File: src/design/djb_pkg.sv
// ----------------------------------------------------------------------------
// djb_pkg: shared types and constants for the djb2 hash table insert block
// Hash constants, sequencer states and the slot store control structs.
// ----------------------------------------------------------------------------
package djb_pkg;

    localparam int HASH_BITS = 32;
    localparam int BYTE_BITS = 8;
    localparam int HASH_SHIFT = 5;
    localparam logic [HASH_BITS-1:0] HASH_SEED = 32'd5381;

    typedef enum logic [2:0] {
        ST_CLEAR,   // slot store sweep after reset
        ST_HASH,    // taking key bytes
        ST_ABS,     // magnitude of the final hash, start reduction
        ST_MOD,     // modulo reduction running
        ST_RD,      // read the probed slot
        ST_CHK      // check the slot, store or move on
    } state_t;

    typedef struct packed {
        logic rd;   // read slot at address
        logic wr;   // mark slot valid and store owner
    } mem_ctl_t;

    typedef struct packed {
        logic clearing;
    } mem_stat_t;

endpackage

File: src/design/djb_reduce.sv
// ----------------------------------------------------------------------------
// djb_reduce: modulo unit for the table size
// Remainder by a scaled reciprocal multiply, then a fold step.
// ----------------------------------------------------------------------------
module djb_reduce #(
    parameter int TABLE_SLOTS = 1024
) (
    input  logic                                   clk,
    input  logic                                   rst_n,
    input  logic                                   start,
    input  logic [djb_pkg::HASH_BITS-1:0]          value,
    output logic                                   done,
    output logic [$clog2(TABLE_SLOTS)-1:0]         rem
);
    localparam int SLOT_BITS  = $clog2(TABLE_SLOTS);
    localparam int HB         = djb_pkg::HASH_BITS;
    localparam int SHIFT      = HB + SLOT_BITS;
    localparam int RECIP_BITS = HB + 1;
    localparam int PROD_BITS  = HB + RECIP_BITS;
    // ceil(2^SHIFT / TABLE_SLOTS): quotient is exact for every 32-bit value
    localparam logic [63:0] RECIP_FULL =
        ((64'd1 << SHIFT) + 64'(TABLE_SLOTS) - 64'd1) / 64'(TABLE_SLOTS);
    localparam logic [RECIP_BITS-1:0] RECIP   = RECIP_BITS'(RECIP_FULL);
    localparam logic [SLOT_BITS-1:0]  MOD_LOW = SLOT_BITS'(TABLE_SLOTS);

    logic                           busy_reg, busy_next;
    logic                           phase_reg, phase_next;
    logic                           done_reg, done_next;
    logic [HB-1:0]                  val_reg, val_next;
    logic [PROD_BITS-1:0]           prod_reg, prod_next;
    logic [SLOT_BITS-1:0]           rem_reg, rem_next;

    always_comb
    begin
        busy_next  = busy_reg;
        phase_next = phase_reg;
        done_next  = 1'b0;
        val_next   = val_reg;
        prod_next  = prod_reg;
        rem_next   = rem_reg;
        if (start)
        begin
            busy_next  = 1'b1;
            phase_next = 1'b0;
            val_next   = value;
        end
        else if (busy_reg)
        begin
            if (!phase_reg)
            begin
                // quotient sits in the bits from SHIFT up
                prod_next  = PROD_BITS'(val_reg) * PROD_BITS'(RECIP);
                phase_next = 1'b1;
            end
            else
            begin
                // remainder < TABLE_SLOTS, low bits of value - q * M suffice
                rem_next  = val_reg[SLOT_BITS-1:0]
                          - prod_reg[SHIFT +: SLOT_BITS] * MOD_LOW;
                busy_next = 1'b0;
                done_next = 1'b1;
            end
        end
    end

    always_ff @(posedge clk or negedge rst_n)
    begin
        if (!rst_n)
        begin
            busy_reg  <= 1'b0;
            phase_reg <= 1'b0;
            done_reg  <= 1'b0;
        end
        else
        begin
            busy_reg  <= busy_next;
            phase_reg <= phase_next;
            done_reg  <= done_next;
        end
    end

    always_ff @(posedge clk)
    begin
        val_reg  <= val_next;
        prod_reg <= prod_next;
        rem_reg  <= rem_next;
    end

    assign done = done_reg;
    assign rem  = rem_reg;

endmodule

File: config.mk
export PLATFORM = sky130hd
export DESIGN_NAME = djb_reduce
export DESIGN_NICKNAME = d
export VERILOG_FILES = /design/src/design/djb_pkg.sv /design/src/design/djb_reduce.sv
export SDC_FILE = /design/constraint.sdc
export NUM_CORES = 1
export LEC_CHECK = 0
export BUFFER_PORTS_ARGS = -buffer_cell sky130_fd_sc_hd__buf_2
export CORE_MARGIN = 2
export CORE_UTILIZATION = 39
export DETAILED_ROUTE_END_ITERATION = 8
export PLACE_DENSITY = 0.86
export SLEW_MARGIN = 20
export SYNTH_ARGS = -nofsm -noshare
export SYNTH_HDL_FRONTEND = slang
export SYNTH_SLANG_ARGS = --single-unit
File: constraint.sdc
create_clock -name clk -period 1.55 [get_ports clk]
set_clock_uncertainty 0.15 [all_clocks]
set_input_delay 0.2325 -clock clk [delete_from_list [all_inputs] [get_ports clk]]
set_output_delay 0.2325 -clock clk [all_outputs]
set_load 0.005 [all_outputs]
==> results by group, run 1 <==
Run status
  • Status: finished clean

GRT
  • First-pass GRT wire length: 1.39 mm
  • Remaining Overflow, GRT: 0
  • Antenna violations before repair: 0
  • Largest net degree at the start of global routing: 14
  • Vias in the first global route: 325
  • Overall routing resource usage: 0.105

Synth
  • Gate Count Post-Synth: 29
  • Avg Cell Area, Syn: 24.2 µm²
  • Seq/Total Area, Yosys: 0.963
  • Primary FF master, synth: edfxtp_1
  • Top-area cell type share of the netlist area: 0.856
  • Yosys cell types: 6
  • Ys async rst share: 0.130
  • Most frequent cell after synthesis: edfxtp_1
  • Post-synth EDFFs: 20
  • Synth Register Bits: 23
  • Area leader, netlist: edfxtp_1
  • Ranking of synthesized cells by area: edfxtp_1, dfrtp_1, nor2_1
  • Synthesized area: 702 µm²
  • Post-Syn Nets: 64
  • Post-synth top cells: edfxtp_1, dfrtp_1, nor2_1
  • Synth warn: 0

Hold path
  • Worst min path class: in2async

STA
  • Final count of negative-setup-slack endpoints: 0
  • Worst rel slew slack: 0.904
  • Final period utilization: 0.779
  • RSZ-0062 raised after global routing: no
  • Final worst path period need: 1210 ps
  • Max Fclk: 828 MHz
  • Final Hold Viols: 0
  • Setup TNS Final: 0 ps
  • Slew @ Worst Pin: 144 ps
  • Worst hold margin: 83.6 ps
  • Slew Limit Fails: 0

Finish
  • Footprint of the multi-input gates: 22.5 µm²
  • Ant diodes: 0
  • # nets final: 105
  • Area Growth Syn to Fin: 42.6%
  • Reg area: 676 µm²
  • Share of cells above drive strength 1: 0.420
  • Fillers: 127

Critical path
  • Source of the critical timing path: rem[5]
  • WP depth: 1
  • Worst-path fanout max: 1
  • Crit end category: primary output
  • CP Cell Sequence: buf_2
  • Req. time, crit path: 1170 ps
  • Buf/Inv on CP: 1
  • Critical path launch point type: register
  • Top delay family on crit path: flip-flops
  • R2r endpoint: rem[8]
  • Worst EP arrival: 820 ps
  • Reg-to-reg startpoint: busy_reg
  • Slowest stage cell, crit path: edfxtp_1
  • Reg2Reg Setup Slack: 400 ps
  • R2R cell count: 3
  • Peak per-stage delay on the critical path: 390 ps
  • Critical path endpoint: rem[5]
  • Critical path class: reg2out

Power and ir drop
  • Worst ir drop on vdd: 0.000444 V
  • Leakage: 0.000409 µW
  • Power per Cell Area: 1060 mW/mm²

Route
  • Initial DRT Pass Iterations: 4
  • Vias: 387
  • Vias per cell: 4.12
  • First DRT Iteration DRCs: 11
  • Post-Route WL: 994 µm
  • Drt wl/cell: 10.6 µm
  • Final ANT Viol Nets: 0
  • # DRC: 0

Clocking
  • Clock Latency Late Sink: 300 ps
  • H-tree levels: 1
  • CTS Root Cell: clkbuf_4
  • Clk slew on worst S/H paths: 120 ps
  • Sink Count: 23
  • Buffer count from post-CTS setup fixing: 0
  • TritonCTS clock tree: built
  • CTS buffer count: 3
  • Buffer levels on the longest clock path: 2

Floorplan
  • DIE WIDTH: 46.4 µm
  • Die area: 0.00216 mm²
  • Chip height: 46.4 µm
  • Starting density of the core: 0.411
  • Core ar.: 0.00171 mm²
  • FP Rows: 15
  • IO Count: 46

Place
  • Count of port buffers added during placement: 23
  • RePlAce Congestion: 0.660

Run
  • Max Cap Viol: 0
## through the flow
stage	instances	power [µW]	instance area, µm²	setup slack [ps]	util
final	94	1060	1000	343	0.586
after detailed placement	79	794	863	413	0.505
after floorplan	29	752	702	154	-
after global placement	79	789	863	430	0.505
after global routing	94	1100	1000	290	0.586
after CTS	94	1060	1000	341	0.586
## per-layer routing
layer  GRT usage  vias up  share of wire
met2       0.175       23           0.48
met3      0.0118        2          0.088
met4       0.103        0          0.019
li1            -      188              -
met1       0.111      174           0.41
met5           0        -              0
## how the worst min path moves through the flow
stage / start / to / slack, ps / cells after the start
finish: rst_n / busy_reg / 80 / 2
global route: rst_n / busy_reg / 80 / 2
CTS: rst_n / busy_reg / 80 / 2
detailed placement: rst_n / phase_reg / -110 / 1
global placement: rst_n / phase_reg / -110 / 1
floorplan: rst_n / busy_reg / -210 / 0
## logic make-up after synthesis
group | after synthesis | share of synthesized area
buffers and inverters | 1 | 0.00534
and+or+nand+nor | 4 | 0.0214
AOI/OAI and AO/OA | 1 | 0.0107
DFF | 23 | 0.963
## cells in the final DEF (no fill, tap or decap)
master	synthesis	final
buf_2	0	23
edfxtp_1	20	20
dlygate4sd3_1	0	11
nor2_1	3	3
dfrtp_1	3	3
clkbuf_4	0	3
buf_4	0	2
nand2_1	1	1
inv_1	1	1
a21o_1	1	1
clkinv_2	0	1
## power breakdown
part | internal, µW | switching [µW]
Clock | 96.0 | 162
Sequential | 718 | 11.1
Combinational | 43.1 | 28.6
## layout make-up
class	count	share of cell area
Timing Repair Buffer	36	0.240
Tap cell	25	0.0313
Inverter	1	0.00375
Multi-Input combinational cell	5	0.0225
Clock buffer	3	0.0225
Sequential cell	23	0.675
Clock inverter	1	0.00500
## timing repair
action / CTS / global route
gates resized for setup: 0 / 0
endpoints found under the hold margin: 13 / 0
hold buffers: 11 / 0
(Power assumes the default switching activity.)
==> inputs of run 2 (changes only) <==
==> constraint.sdc (replaced) <==
create_clock -name clk -period 1.2 [get_ports clk]
set_clock_uncertainty 0.15 [all_clocks]
set_input_delay 0.18 -clock clk [delete_from_list [all_inputs] [get_ports clk]]
set_output_delay 0.18 -clock clk [all_outputs]
set_load 0.005 [all_outputs]
==> run 2 against run 1 <==
  * Non-clock buffer count is 1 higher
  * Worst setup slack worse by 300 ps
  * Register-to-register slack lost 360 ps
  * Utilization rose by 1.5 points
  * Via count is 0.26% lower
  * Hold slack got worse by 37 ps
  * First-iteration DRC count is 91% lower
  * Final cell count up 1.1%
  * Global-route usage down 1.2 points
  * Count of clock-buffer cells in the layout is 1 higher
  * Largest power group unchanged
  * Highest routed layer unchanged
==> results by group, run 2 (synthesis results as in run 1) <==
Power and ir drop
  • Power per Cell Area: 1330 mW/mm²
  • Leakage: 0.000415 µW
  • Worst ir drop on vdd: 0.000948 V

Route
  • Post-Route WL: 909 µm
  • # DRC: 0
  • Drt wl/cell: 9.57 µm
  • Initial DRT Pass Iterations: 4
  • Vias: 386
  • Vias per cell: 4.06
  • First DRT Iteration DRCs: 1
  • Final ANT Viol Nets: 0

STA
  • Final Hold Viols: 0
  • Slew @ Worst Pin: 144 ps
  • Slew Limit Fails: 0
  • Setup TNS Final: 0 ps
  • Final worst path period need: 1160 ps
  • Worst rel slew slack: 0.904
  • RSZ-0062 raised after global routing: no
  • Max Fclk: 866 MHz
  • Final count of negative-setup-slack endpoints: 0
  • Final period utilization: 0.963
  • Worst setup margin: 44.8 ps

Clocking
  • Sink Count: 23
  • Post-CTS resize count: 0
  • Clk slew on worst S/H paths: 110 ps
  • H-tree levels: 1
  • Clock Latency Late Sink: 290 ps
  • Buffer levels on the longest clock path: 2
  • TritonCTS clock tree: built
  • CTS Root Cell: clkbuf_4
  • CTS buffer count: 3

Finish
  • Fillers: 132
  • Area Growth Syn to Fin: 46.3%
  • Share of cells above drive strength 1: 0.429
  • Most frequent cells in the layout: buf_2, edfxtp_1, dlygate4sd3_1
  • Design Area, Final: 0.00103 mm²
  • Fin util: 0.601
  • Ant diodes: 0
  • # nets final: 106
  • Most common cell after layout, fill and taps aside: buf_2

GRT
  • First-pass GRT wire length: 1.31 mm
  • Largest net degree at the start of global routing: 13
  • Overall routing resource usage: 0.0927
  • Antenna violations before repair: 0
  • Remaining Overflow, GRT: 0
  • Vias in the first global route: 344

Critical path
  • Top delay family on crit path: flip-flops
  • Buf/Inv on CP: 1
  • Slowest stage cell, crit path: dfrtp_1
  • Source of the critical timing path: phase_reg
  • Req. time, crit path: 1070 ps
  • Critical path launch point type: register
  • Crit end category: register
  • Peak per-stage delay on the critical path: 380 ps
  • CP Cell Sequence: nand2_1 -> nor2_4 -> buf_12
  • Worst-path fanout max: 10
  • Worst EP arrival: 1020 ps
  • Reg-to-reg startpoint: phase_reg
  • Critical path class: reg2reg
  • R2R cell count: 3
  • WP depth: 3

Place
  • Pre-CTS WS: -6.91 ps
  • RePlAce Congestion: 0.665
  • Count of port buffers added during placement: 23
  • Post-Place Cell Area: 863 µm²

Run status
  • Status: finished clean

Floorplan
  • Core ar.: 0.00171 mm²
  • Die area: 0.00216 mm²
  • Chip height: 46.4 µm
  • Starting density of the core: 0.411
  • IO Count: 46
  • DIE WIDTH: 46.4 µm
  • FP Rows: 15

Run
  • Max Cap Viol: 0

Hold path
  • Worst min path class: in2async
==> run 2: cell count changes in the layout (fill, tap and decap cells not counted), sizes merged <==
cell	before	now
buf	25	26
clkbuf	3	4
clkinv	1	0
==> run 2: timing repair <==
action / CTS / global route
setup buffers: 2 / 0
endpoints found under the hold margin: 13 / 0
hold buffers: 11 / 0
endpoints found under the setup margin: 10 / 10
pin swaps: 1 / 1
==> run 2: area by class of cell <==
cell class / instances / area, µm² / area share
Sequential cell: 23 / 676 / 0.658
Inverter: 1 / 3.75 / 0.00365
Clock buffer: 4 / 26.3 / 0.0256
Timing Repair Buffer: 37 / 260 / 0.253
Multi-Input combinational cell: 5 / 30.0 / 0.0292
Tap cell: 25 / 31.3 / 0.0305
==> run 2: per-stage QoR <==
step	instances	hold WS [ps]	power, µW
finish	95	46.8	1370
global route	95	29.7	1420
CTS	95	41.2	1380
detailed placement	78	-172	1030
global placement	78	-174	1020
floorplan	29	-266	974
==> run 2: report_power, final <==
part	switching, µW	total [µW]	internal [µW]
clock	194	323	129
combinational	40.4	104	63.8
sequential	13.0	941	928
total	247	1370	1120
==> run 2: worst paths after layout <==
path,end,slack [ps]
min in group clk,done,50
max in group asynchronous,done,750
hold / removal,busy_reg,50
setup / recovery,rem[7],40
setup reg to reg,rem[7],40
hold reg to reg,rem[8],280
==> run 2: routing by layer <==
layer	vias up	global-route usage	wire length [µm]
li1	189	-	-
met1	175	0.0992	344
met2	20	0.156	469
met3	2	0.0431	91
met4	0	0.0400	4
met5	-	0	0
